<file path="config.mk">
export PLATFORM = sky130hd
export DESIGN_NAME = mds_div_step
export DESIGN_NICKNAME = d
export VERILOG_FILES = /design/src/rtl/mds_pkg.sv /design/src/rtl/mds_div_step.sv
export SDC_FILE = /design/constraint.sdc
export NUM_CORES = 1
export LEC_CHECK = 0
export BUFFER_PORTS_ARGS = -buffer_cell sky130_fd_sc_hd__buf_2
export CORE_AREA = 5 5 199 201
export CTS_BUF_LIST = sky130_fd_sc_hd__clkbuf_4
export DETAILED_ROUTE_END_ITERATION = 12
export DIE_AREA = 0 0 204 206
export GPL_TIMING_DRIVEN = 1
export PLACE_DENSITY = 0.51
export SLEW_MARGIN = 20
export SYNTH_ARGS = -nofsm -noshare
export SYNTH_HDL_FRONTEND = slang
export SYNTH_SLANG_ARGS = --single-unit
</file>
<file path="constraint.sdc">
create_clock -name clock -period 2.85 [get_ports clock]
set_clock_uncertainty 0.1 [all_clocks]
set_input_delay 0.1425 -clock clock [delete_from_list [all_inputs] [get_ports clock]]
set_output_delay 0.1425 -clock clock [all_outputs]
set_load 0.05 [all_outputs]
</file>
<file path="src/rtl/mds_pkg.sv">
// Shared types and constants for the saturating multiply-divide core.
// Used by every module in rtl/; depends on nothing.
`default_nettype none

package mds_pkg;

   // Width of each request and response data port
   localparam int FIELD_WIDTH = 64;

   // Default operand width (legal range 8 to FIELD_WIDTH)
   localparam int OPERAND_WIDTH_DEFAULT = 64;

   // Control travelling with each request down the pipeline
   typedef struct packed {
      logic valid;
      logic overflow;
      logic div_zero;
   } ctl_type;

endpackage

`default_nettype wire

</file>
<file path="src/rtl/mds_div_step.sv">
// One registered restoring-division step: yields one quotient bit.
// Depends on mds_pkg for the control struct.
`default_nettype none

module mds_div_step #(
   parameter int OPERAND_WIDTH = mds_pkg::OPERAND_WIDTH_DEFAULT
) (
   input  wire logic                     clock,
   input  wire logic                     reset,
   input  wire mds_pkg::ctl_type         ctl_in,
   input  wire logic [OPERAND_WIDTH-1:0] rem_in,
   input  wire logic [OPERAND_WIDTH-1:0] low_in,
   input  wire logic [OPERAND_WIDTH-1:0] d_in,
   input  wire logic [OPERAND_WIDTH-1:0] quot_in,
   output mds_pkg::ctl_type              ctl_out,
   output logic      [OPERAND_WIDTH-1:0] rem_out,
   output logic      [OPERAND_WIDTH-1:0] low_out,
   output logic      [OPERAND_WIDTH-1:0] d_out,
   output logic      [OPERAND_WIDTH-1:0] quot_out
);

   localparam int W = OPERAND_WIDTH;

   mds_pkg::ctl_type ctl_ff;
   logic [W:0]       trial, diff;
   logic             take;
   logic [W-1:0]     rem_ff, rem_in_n;
   logic [W-1:0]     low_ff, d_ff, quot_ff;

   // bring down the next dividend bit and try the subtraction
   always_comb begin
      trial    = {rem_in, low_in[W-1]};
      diff     = trial - {1'b0, d_in};
      take     = (trial >= {1'b0, d_in});
      rem_in_n = take ? diff[W-1:0] : trial[W-1:0];
   end

   always_ff @(posedge clock) begin
      if (reset) begin
         ctl_ff <= '0;
      end else begin
         ctl_ff <= ctl_in;
      end
   end

   always_ff @(posedge clock) begin
      rem_ff  <= rem_in_n;
      low_ff  <= {low_in[W-2:0], 1'b0};
      d_ff    <= d_in;
      quot_ff <= {quot_in[W-2:0], take};
   end

   assign ctl_out  = ctl_ff;
   assign rem_out  = rem_ff;
   assign low_out  = low_ff;
   assign d_out    = d_ff;
   assign quot_out = quot_ff;

endmodule

`default_nettype wire

</file>
# Word-level counts from Yosys, hierarchy flattened
# Index checks and enable logic that the tools add are counted.
[totals]
ff_bits = 258
latch_bits = 0
mem_bits_rw = 0
romBits = 0
in_bits = 261
output_inout_bits = 259
mem_count = 0
[op_classes]
add_sub_neg = 1
n_mul = 0
div = 0
n_lt_le_gt_ge = 1
n_eq_ne = 0
shifts = 0
mux = 1
bitwise = 0
n_reduce_logical = 0
[op_table]
columns = ["op", "n"]
rows = [
  ["$ge A65 B64 Y1", 1],
  ["$mux W64", 1],
  ["$sub A64 B64 Y64", 1],
]

# Depth between registers and ports, before layout
# Gate-level depths: netlist of the first run.
[logic_depth]
ltp_word = 2
ltp_mapped = 16
depth_no_buf = 12

# Worst setup path after synthesis of the first run
# OpenSTA, ideal clock, no wires.
[synth_timing]
kind = "input-to-reg"
startpoint = "input port d_in[44]"
endpoint = "register rem_ff[48] (netlist: rem_out[48])"
arrival_ps = 2835
t_required_ps = 2629
slack_ps = -207
path_stages = 15
cell_sequence = "inv_1 ha_1 buf_6 a21oi_4 o21ai_2 a221o_1 a21o_1 a2111o_1 a211o_1 and4_4 nor2_8 inv_2 buf_6 buf_6 mux2_4"
[synth_between]
elab_chain_len = 2
word_cells_on_any_way = 3
cone_classes = "add/sub (1); order compare (1); mux (1)"
[synth_rtl]
columns = ["item", "line", "text"]
rows = [
  ["start: declaration", "mds_div_step.sv:13", "input wire logic [OPERAND_WIDTH-1:0] d_in,"],
  ["$sub A64 B64 Y64 / $ge A65 B64 Y1 (equally long branches)", "mds_div_step.sv:33, mds_div_step.sv:34", ""],
  ["$mux W64 (*)", "mds_div_step.sv:35", "rem_in_n = take ? diff[W-1:0] : trial[W-1:0];"],
  ["via rem_in_n[48]", "mds_div_step.sv:27", "logic [W-1:0] rem_ff, rem_in_n;"],
  ["end signal: assignment", "mds_div_step.sv:47", "rem_ff <= rem_in_n;"],
  ["end: declaration", "mds_div_step.sv:27", ""],
]
# The timed path passes the listed nets; every way through them passes the cells marked *.
# A chain may end at the register's enable or synchronous reset.

# Final worst setup path of the first run
[layout_timing]
startpoint = "input port rem_in[45]"
endpoint = "register rem_ff[29] (netlist: rem_out[29])"
[layout_between]
elab_chain_len = 2
[layout_rtl]
columns = ["item", "line", "text"]
rows = [
  ["start: declaration", "mds_div_step.sv:11", "input wire logic [OPERAND_WIDTH-1:0] rem_in,"],
  ["$ge A65 B64 Y1", "mds_div_step.sv:34", "take = (trial >= {1'b0, d_in});"],
  ["$mux W64", "mds_div_step.sv:35", ""],
  ["via rem_in_n[29]", "mds_div_step.sv:27", ""],
]
# The timed path passes the listed nets, and every way through them passes these cells.

==> results.sh, run 1 <==
export IMPL_numCtsBuffers=72
export IMPL_rsz0062_at_grt="true"
export IMPL_grt_pass1_wl_um=77770
export IMPL_grtUsageTotal=0.2358
export IMPL_io_buffer_count=517
export IMPL_grt_overflow=0
export IMPL_post_drt_wl_per_cell_um=18.70
export IMPL_cp_slowest_stage_delay_ns=0.60
export IMPL_critPathSlowestCell="dlygate4sd3_1"
export IMPL_synth_most_common_cell="dfxtp_1"
export IMPL_final_util=0.5687
export IMPL_path_buf_inv=3
export IMPL_grt_pass1_vias=13950
export IMPL_synthFlopType="dfxtp_1"
export IMPL_htreeDepth=3
export IMPL_vias=12930
export IMPL_cp_arrival_ns=3.34
export IMPL_hp_class="in2reg"
export IMPL_synth_seq_cells=258
export IMPL_finalSetupViolCount=0
export IMPL_viasPerCell=4.532
export IMPL_synth_edf_count=0
export IMPL_min_from="d_in[4]"
export IMPL_io_pins=520
export IMPL_crit_required_ns=3.34
export IMPL_die_h_um=206
export IMPL_maxCapViolCount=0
export IMPL_yosysTopAreaCell="dfxtp_1"
export IMPL_drv_slew=0
export IMPL_cp_top_family="compound AO/OA/AOI/OAI gates"
export IMPL_die_width_um=204
export IMPL_dpl_hpwl_um=35260
export IMPL_ant_nets=0
export IMPL_drt_iter0_markers=453
export IMPL_area_delta_synth_final_pct=102.4
export IMPL_switching_power_uw=4328
export IMPL_synth_avg_cell_area_sq_um=9.921
export IMPL_grt_max_degree=24
export IMPL_fmax_ghz=0.3514
export IMPL_switching_share=0.3653
export IMPL_drt_wl_total_um=53340
export IMPL_min_period_over_period=0.9985
export IMPL_syn_nets=1385
export IMPL_power_frac_seq=0.342
export IMPL_maxSlewHeadroom=0.6681
export IMPL_synth_top_cell_area_share=0.4916
export IMPL_p_per_area_nw_per_um2=557.1
export IMPL_nFillCells=3164
export IMPL_final_layout_size_suffix_gt1_frac=0.4213
export IMPL_start_util=0.2809
export IMPL_synth_seq_area_share=0.4916
export IMPL_worst_pin_slew_ns=0.4927
export IMPL_gp_congestion=0.8584
export IMPL_tritoncts="built"
export IMPL_layout_nets=2617
export IMPL_ys_warn_count=0
export IMPL_endpoint_kind="flip-flop"
export IMPL_violations="negative hold slack"
export IMPL_die_area_sq_um=42020
export IMPL_yosysUniqueCellTypes=69
export IMPL_ir_drop_mv=0.3107
export IMPL_row_count=71
export IMPL_postSynthCellCount=1059
export IMPL_synthTopCellsByArea="dfxtp_1 49%, ha_1 7.6%, mux2_2 4.5%"
export IMPL_hold_end="d_out[4]"
export IMPL_clockBufferDepth=3
export IMPL_clockPowerShare=0.296
export IMPL_min_period_ns=2.846
export IMPL_clk_transition_reported_paths_ns=0.06
export IMPL_cts_root_buf="clkbuf_4"
export IMPL_power_internal_uw=7520
export IMPL_pwr_share_comb=0.362
export IMPL_drc=0
export IMPL_worstPathCellList="dlygate4sd3_1, ha_4, and2_1, a221o_1, a21o_1, a2111o_1, a211o_1, and4_4, nor2_8, clkinv_8, clkbuf_16, mux2_2"
export IMPL_worstSetupStartpointType="primary input"
export IMPL_hold_depth=1
export IMPL_core_area_sq_um=37400
export IMPL_hold_violations=13
export IMPL_numClockSinks=258
export IMPL_p_leak_uw=0.01031
export IMPL_status="complete, but fails checks"
export IMPL_grt_antenna_before_repair=7
export IMPL_crit_type="in2reg"
export IMPL_first_pass_iters=5
export IMPL_synthesis_area_sq_um=10510
export IMPL_async_flop_share=0
export IMPL_finalHoldWorstSlack_ns=-0.5692
export IMPL_synth_common_cells="258 x dfxtp_1, 90 x a21oi_1, 82 x inv_1, 64 x ha_1, 61 x nand2_1"
export IMPL_cp_max_fo=8
area by class of cell:
type / count / area, sq um / share of cell area
inverter: 83 / 336.6 / 0.01583
timing repair buffer: 1207 / 9027 / 0.4245
sequential: 258 / 5165 / 0.2429
clock buffer: 89 / 668.1 / 0.03142
multi-input combinational: 669 / 5181 / 0.2436
antenna: 9 / 22.52 / 0.001059
tap: 511 / 639.4 / 0.03006
clock inverter: 27 / 227.7 / 0.01071
cells in the final DEF (no fill, tap or decap), drive strengths merged, types with 13 or more instances in the layout:
cell	Yosys	routed
inv	83	83
a21o	29	29
a21oi	98	98
nand3	33	33
buf	12	754
xor2	16	16
ha	64	64
dlygate4sd3	0	446
nor3	25	25
o21a	15	15
mux2	48	48
dfxtp	258	258
clkinv	0	22
nor2b	13	13
xnor2	35	35
nand2	61	61
clkbuf	37	92
o21ai	37	37
nand4	22	22
nor2	40	40
how the worst max path moves through the flow:
stage | startpoint | to | depth (start not counted)
after global routing | rem_in[0] | rem_out[46] | 17
after global placement | d_in[16] | rem_out[50] | 14
after detailed placement | rem_in[3] | rem_out[50] | 13
final | rem_in[45] | rem_out[29] | 12
after floorplan | d_in[44] | rem_out[48] | 15
after CTS | d_in[8] | rem_out[50] | 15
logic make-up (layout without fill, tap and decap cells):
logic type | count (synthesis) | in the layout | synth area share
flops | 258 | 258 | 0.4916
xor+xnor | 51 | 51 | 0.04251
fa+ha+maj | 65 | 65 | 0.07812
buf+inv | 132 | 1406 | 0.05121
other cells | 1 | 10 | 0.0003569
mux | 50 | 50 | 0.05550
simple gates | 237 | 237 | 0.1136
compound gates | 265 | 265 | 0.1671
power groups by stage:
stage	combinational [uW]	clock, uW	sequential (uW)
floorplan	1070	0	5350
global placement	3610	0	4110
detailed placement	3610	0	4110
CTS	4100	3540	4040
global route	4530	3830	4080
finish	4290	3510	4050
sequential cells by signal, indices dropped and copies added, names as in the netlist:
signal,count
d_out,64
quot_out,64
rem_out,64
ctl_out,3
low_out,63
per-layer routing:
| layer | routed length (um) | track usage |
|---|---|---|
| met5 | 0 | 0 |
| met4 | 2675 | 0.1295 |
| met3 | 3183 | 0.05649 |
| met2 | 27690 | 0.4318 |
| met1 | 19790 | 0.2492 |
per-stage QoR:
stage / worst slack, ns / total power, uW / area (sq um) / std cells / setup TNS (ns)
5_1_grt: -0.04339 / 12440 / 21260 / 2851 / -0.5709
3_5_place_dp: -0.4539 / 7723 / 15370 / 2270 / -22.21
2_1_floorplan: -0.09166 / 6412 / 10610 / 1059 / -0.5672
4_1_cts: 0.003119 / 11680 / 20570 / 2816 / 0
3_3_place_gp: -0.4274 / 7717 / 15370 / 2270 / -21.62
6_report: 0.004285 / 11850 / 21270 / 2853 / 0
repair_timing:
action | 4_1_cts | 5_1_grt
endpoints found under the setup margin | 0 | 61
resized for setup | 0 | 73
endpoints found under the hold margin | 257 | 33
setup buffers | 0 | 8
hold buffers | 430 | 25
Power figures use the tool's default switching activity.
==> run 2, diff against run 1 <==
Settings changed: BUFFER_PORTS_ARGS -buffer_cell sky130_fd_sc_hd__buf_2 to -buffer_cell sky130_fd_sc_hd__clkbuf_2, CTS_CLUSTER_DIAMETER set to 120.
==> run 2 against run 1 <==
The flow still finishes with violations (negative hold slack). Clock power up 5%. Worst setup slack better by 0.030 ns. Non-clock buffer count shrank 25. Die area unchanged. Clock-buffer cell count is 9 higher. Cell count shrank 0.49%. Routed wire length decreased by 2.9%. Hold slack worse by 0.021 ns. Via count shrank 1.4%.
==> results.sh, run 2 (synthesized netlist as in run 1, its figures left out) <==
export IMPL_status="complete, but fails checks"
export IMPL_violations="negative hold slack"
export IMPL_row_count=71
export IMPL_p_total_uw=11920
export IMPL_grt_antenna_before_repair=2
export IMPL_min_from="d_in[3]"
export IMPL_drt_iter0_markers=417
export IMPL_maxCapViolCount=0
export IMPL_post_drt_wl_per_cell_um=18.24
export IMPL_clockBufferDepth=3
export IMPL_die_h_um=206
export IMPL_cp_slowest_stage_delay_ns=0.54
export IMPL_grt_pass1_vias=13860
export IMPL_final_setup_worst_slack_ns=0.03427
export IMPL_worstPathCellList="dlygate4sd3_1, clkbuf_2, inv_2, ha_4, and2_1, a221o_1, a21o_1, a2111o_1, a211o_1, and4_4, nor2_8, inv_8, clkbuf_16, buf_4, a21oi_2"
export IMPL_grt_max_degree=23
export IMPL_grt_pass1_wl_um=76390
export IMPL_finalHoldWorstSlack_ns=-0.5904
export IMPL_crit_type="in2reg"
export IMPL_io_buffer_count=517
export IMPL_final_cell_mix="515 x clkbuf_2, 430 x dlygate4sd3_1, 258 x dfxtp_1, 231 x buf_4, 98 x clkbuf_4"
export IMPL_ant_nets=0
export IMPL_die_width_um=204
export IMPL_cts_root_buf="clkbuf_4"
export IMPL_crit_required_ns=3.39
export IMPL_core_area_sq_um=37400
export IMPL_ir_drop_mv=0.3751
export IMPL_gp_congestion=0.8685
export IMPL_cp_max_fo=10
export IMPL_drt_wl_total_um=51770
export IMPL_io_pins=520
export IMPL_hold_end="d_out[3]"
export IMPL_dpl_hpwl_um=35360
export IMPL_worstSetupStartpointType="primary input"
export IMPL_final_common_cell="clkbuf_2"
export IMPL_start_util=0.2809
export IMPL_vias=12750
export IMPL_drv_slew=0
export IMPL_die_area_sq_um=42020
export IMPL_p_leak_uw=0.01029
export IMPL_min_period_over_period=0.9880
export IMPL_grt_overflow=0
export IMPL_min_period_ns=2.816
export IMPL_grtUsageTotal=0.2306
export IMPL_numClockSinks=258
export IMPL_first_pass_iters=4
export IMPL_viasPerCell=4.490
export IMPL_hp_class="in2reg"
export IMPL_final_layout_size_suffix_gt1_frac=0.4131
export IMPL_hold_depth=1
export IMPL_place_ws_ns=-0.5763
export IMPL_critPathSlowestCell="dlygate4sd3_1"
export IMPL_hold_violations=21
export IMPL_drc=0
export IMPL_fmax_ghz=0.3551
export IMPL_cp_arrival_ns=3.35
export IMPL_endpoint_kind="flip-flop"
export IMPL_htreeDepth=3
export IMPL_layout_nets=2593
export IMPL_p_per_area_nw_per_um2=571.1
export IMPL_numCtsBuffers=73
export IMPL_tritoncts="built"
export IMPL_clk_transition_reported_paths_ns=0.07
export IMPL_finalSetupViolCount=0
export IMPL_area_delta_synth_final_pct=98.64
-- run 2: repair_timing --
item                       4_1_cts  5_1_grt
hold buffers                   397       36
setup endpoints to repair        0       60
resized for setup                0       28
hold endpoints to repair       257       46
setup buffers                    0        1
-- run 2: how the worst max path moves through the flow --
stage	from	end	slack (ns)	depth (start not counted)
after CTS	rem_in[35]	rem_out[29]	0.002	13
after global routing	d_in[38]	rem_out[62]	-0.00002	16
after floorplan	d_in[44]	rem_out[48]	-0.09	15
after detailed placement	d_in[21]	rem_out[62]	-0.58	14
after global placement	d_in[21]	rem_out[62]	-0.57	14
final	d_in[45]	rem_out[34]	0.03	15
-- run 2: cell type report --
class	instances	area, sq um
sequential	258	5165
antenna	4	10.01
multi-input combinational	669	4992
fill	3171	16530
timing repair buffer	1182	8746
clock buffer	98	735.7
inverter	83	331.6
tap	511	639.4
clock inverter	34	250.2
-- run 2: report_power, final --
| part | leakage (uW) | total (uW) | internal (uW) | switching [uW] |
|---|---|---|---|---|
| sequential | 0.00218 | 4060 | 3950 | 107 |
| clock | 0.000574 | 3680 | 1980 | 1700 |
| combinational | 0.00754 | 4170 | 1660 | 2510 |
-- run 2: layer usage --
metal | up-vias | GRT usage | share of wire
li1 | 6202 | - | -
met1 | 5925 | 0.2439 | 0.37
met2 | 468 | 0.4279 | 0.52
met3 | 151 | 0.05869 | 0.064
met4 | 0 | 0.1101 | 0.047
met5 | - | 0 | 0
-- run 2: per-stage QoR --
| step | TNS [ns] | area, sq um | std cells | utilization |
|---|---|---|---|---|
| after floorplan | -0.5672 | 10610 | 1059 | - |
| after global placement | -25.11 | 15400 | 2272 | 0.4118 |
| after detailed placement | -24.81 | 15400 | 2272 | 0.4118 |
| after CTS | 0 | 20360 | 2801 | 0.5444 |
| after global routing | -0.00001954 | 20870 | 2837 | 0.5579 |
| final | 0 | 20870 | 2839 | 0.5580 |
-- run 2: worst max-delay path, delay by kind of cell --
| kind | cells | cell delay, ns |
|---|---|---|
| buffers and inverters | 6 | 1.15 |
| AO/OA/AOI/OAI | 5 | 1.39 |
| adder cells (fa/ha/maj) | 1 | 0.19 |
| AND/OR/NAND/NOR | 3 | 0.46 |
==> run 3, diff against run 2 <==
Settings changed: RECOVER_POWER set to 50.
==> run 3 against run 2 <==
The flow still finishes with violations (negative hold slack). Sequential power is essentially flat. Critical endpoint unchanged. Critical path depth is the same. Global-route usage is the same. Routed wire length grew 0.20%. Sequential share of layout area grew 0.077 points. Die area is the same. Clock-buffer cell count is the same. Clock power is essentially flat. Via count grew 0.18%. Total power is essentially flat. Worst setup slack lost 0.0013 ns. Flip-flop and latch count is the same.
==> results.sh, run 3 (synthesized netlist as in run 1, its figures left out) <==
export IMPL_core_area_sq_um=37400
export IMPL_clockBufferDepth=3
export IMPL_drt_wl_total_um=51870
export IMPL_nFillCells=3206
export IMPL_min_period_over_period=0.9884
export IMPL_row_count=71
export IMPL_io_buffer_count=517
export IMPL_path_buf_inv=6
export IMPL_grt_pass1_wl_um=76390
export IMPL_cp_arrival_ns=3.35
export IMPL_drt_iter0_markers=424
export IMPL_grt_overflow=0
export IMPL_critPathSlowestCell="dlygate4sd3_1"
export IMPL_die_h_um=206
export IMPL_htreeDepth=3
export IMPL_cp_top_family="compound AO/OA/AOI/OAI gates"
export IMPL_endpoint_kind="flip-flop"
export IMPL_multi_input_area_sq_um=4992
export IMPL_grt_antenna_before_repair=2
export IMPL_tritoncts="built"
export IMPL_vias=12770
export IMPL_numClockSinks=258
export IMPL_hold_violations=21
export IMPL_min_period_ns=2.817
export IMPL_crit_required_ns=3.39
export IMPL_stdcell_count=2839
export IMPL_violations="negative hold slack"
export IMPL_numCtsBuffers=73
export IMPL_fmax_ghz=0.3550
export IMPL_final_layout_size_suffix_gt1_frac=0.3907
export IMPL_gp_congestion=0.8685
export IMPL_first_pass_iters=4
export IMPL_finalSetupViolCount=0
export IMPL_cts_root_buf="clkbuf_4"
export IMPL_cp_endpoint="rem_out[34]"
export IMPL_p_per_area_nw_per_um2=572.7
export IMPL_crit_type="in2reg"
export IMPL_worstSetupStartpointType="primary input"
export IMPL_grt_pass1_vias=13860
export IMPL_maxCapViolCount=0
export IMPL_grt_max_degree=23
export IMPL_layout_nets=2593
export IMPL_final_common_cell="clkbuf_2"
export IMPL_die_area_sq_um=42020
export IMPL_cp_depth=15
export IMPL_post_drt_wl_per_cell_um=18.27
export IMPL_dpl_hpwl_um=35360
export IMPL_ant_nets=0
export IMPL_status="complete, but fails checks"
export IMPL_finalHoldWorstSlack_ns=-0.5794
export IMPL_ir_drop_mv=0.3714
export IMPL_final_cell_mix="463 x clkbuf_2, 430 x dlygate4sd3_1, 258 x dfxtp_1, 231 x buf_4, 98 x clkbuf_4"
export IMPL_cp_slowest_stage_delay_ns=0.54
export IMPL_io_pins=520
export IMPL_grtUsageTotal=0.2306
export IMPL_die_width_um=204
export IMPL_start_util=0.2809
export IMPL_clk_transition_reported_paths_ns=0.06
export IMPL_min_from="d_in[4]"
export IMPL_cp_max_fo=10
export IMPL_drc=0
export IMPL_cp_startpoint="d_in[45]"
export IMPL_worstPathCellList="dlygate4sd3_1, clkbuf_2, inv_2, ha_4, and2_1, a221o_1, a21o_1, a2111o_1, a211o_1, and4_4, nor2_8, inv_8, clkbuf_16, buf_4, a21oi_2"
export IMPL_ff_latch_area_sq_um=5165
export IMPL_drv_slew=0
export IMPL_viasPerCell=4.498
export IMPL_hp_class="in2reg"
export IMPL_p_leak_uw=0.01014
export IMPL_place_inst=2272
export IMPL_area_delta_synth_final_pct=98.02
run 3: layer usage:
layer / share of wire / vias up / routed length (um) / global-route usage
li1: - / 6202 / - / -
met3: 0.063 / 153 / 3254 / 0.05869
met2: 0.52 / 456 / 26800 / 0.4279
met1: 0.37 / 5958 / 19370 / 0.2439
met4: 0.047 / 0 / 2447 / 0.1101
met5: 0 / - / 0 / 0
run 3: cell type report:
cell class | instances | area share
antenna | 4 | 0.0004811
clock buffer | 98 | 0.03536
clock inverter | 34 | 0.01203
inverter | 83 | 0.01594
multi-input combinational | 669 | 0.2400
sequential | 258 | 0.2483
tap | 511 | 0.03073
timing repair buffer | 1182 | 0.4172
run 3: power breakdown:
| part | internal (uW) | switching, uW | total, uW |
|---|---|---|---|
| clock network | 1980 | 1700 | 3690 |
| registers | 3950 | 107 | 4060 |
| logic | 1650 | 2520 | 4170 |
| total | 7590 | 4330 | 11900 |
run 3: through the flow:
| step | cell area (sq um) | worst slack (ns) | total power, uW | util | TNS [ns] |
|---|---|---|---|---|---|
| 6_report | 20810 | 0.03296 | 11910 | 0.5563 | 0 |
| 5_1_grt | 20800 | -0.0001035 | 12520 | 0.5562 | -0.0001035 |
| 4_1_cts | 20360 | 0.001697 | 11820 | 0.5444 | 0 |
| 3_5_place_dp | 15400 | -0.5763 | 7727 | 0.4118 | -24.81 |
| 3_3_place_gp | 15400 | -0.5684 | 7720 | 0.4118 | -25.11 |
| 2_1_floorplan | 10610 | -0.09166 | 6412 | - | -0.5672 |
run 3: how the worst min path moves through the flow:
stage	to	slack, ns	cells past startpoint
2_1_floorplan	d_out[0]	0.07	0
5_1_grt	d_out[4]	-0.65	1
4_1_cts	d_out[7]	-0.66	1
6_report	d_out[4]	-0.58	1
3_3_place_gp	quot_out[21]	0.15	1
3_5_place_dp	quot_out[36]	0.15	1
run 3: what timing repair did:
action,in CTS,in global routing
gates resized for setup,0,28
endpoints found under the setup margin,0,60
hold buffers,397,36
buffers inserted,0,1
hold endpoints to repair,257,46
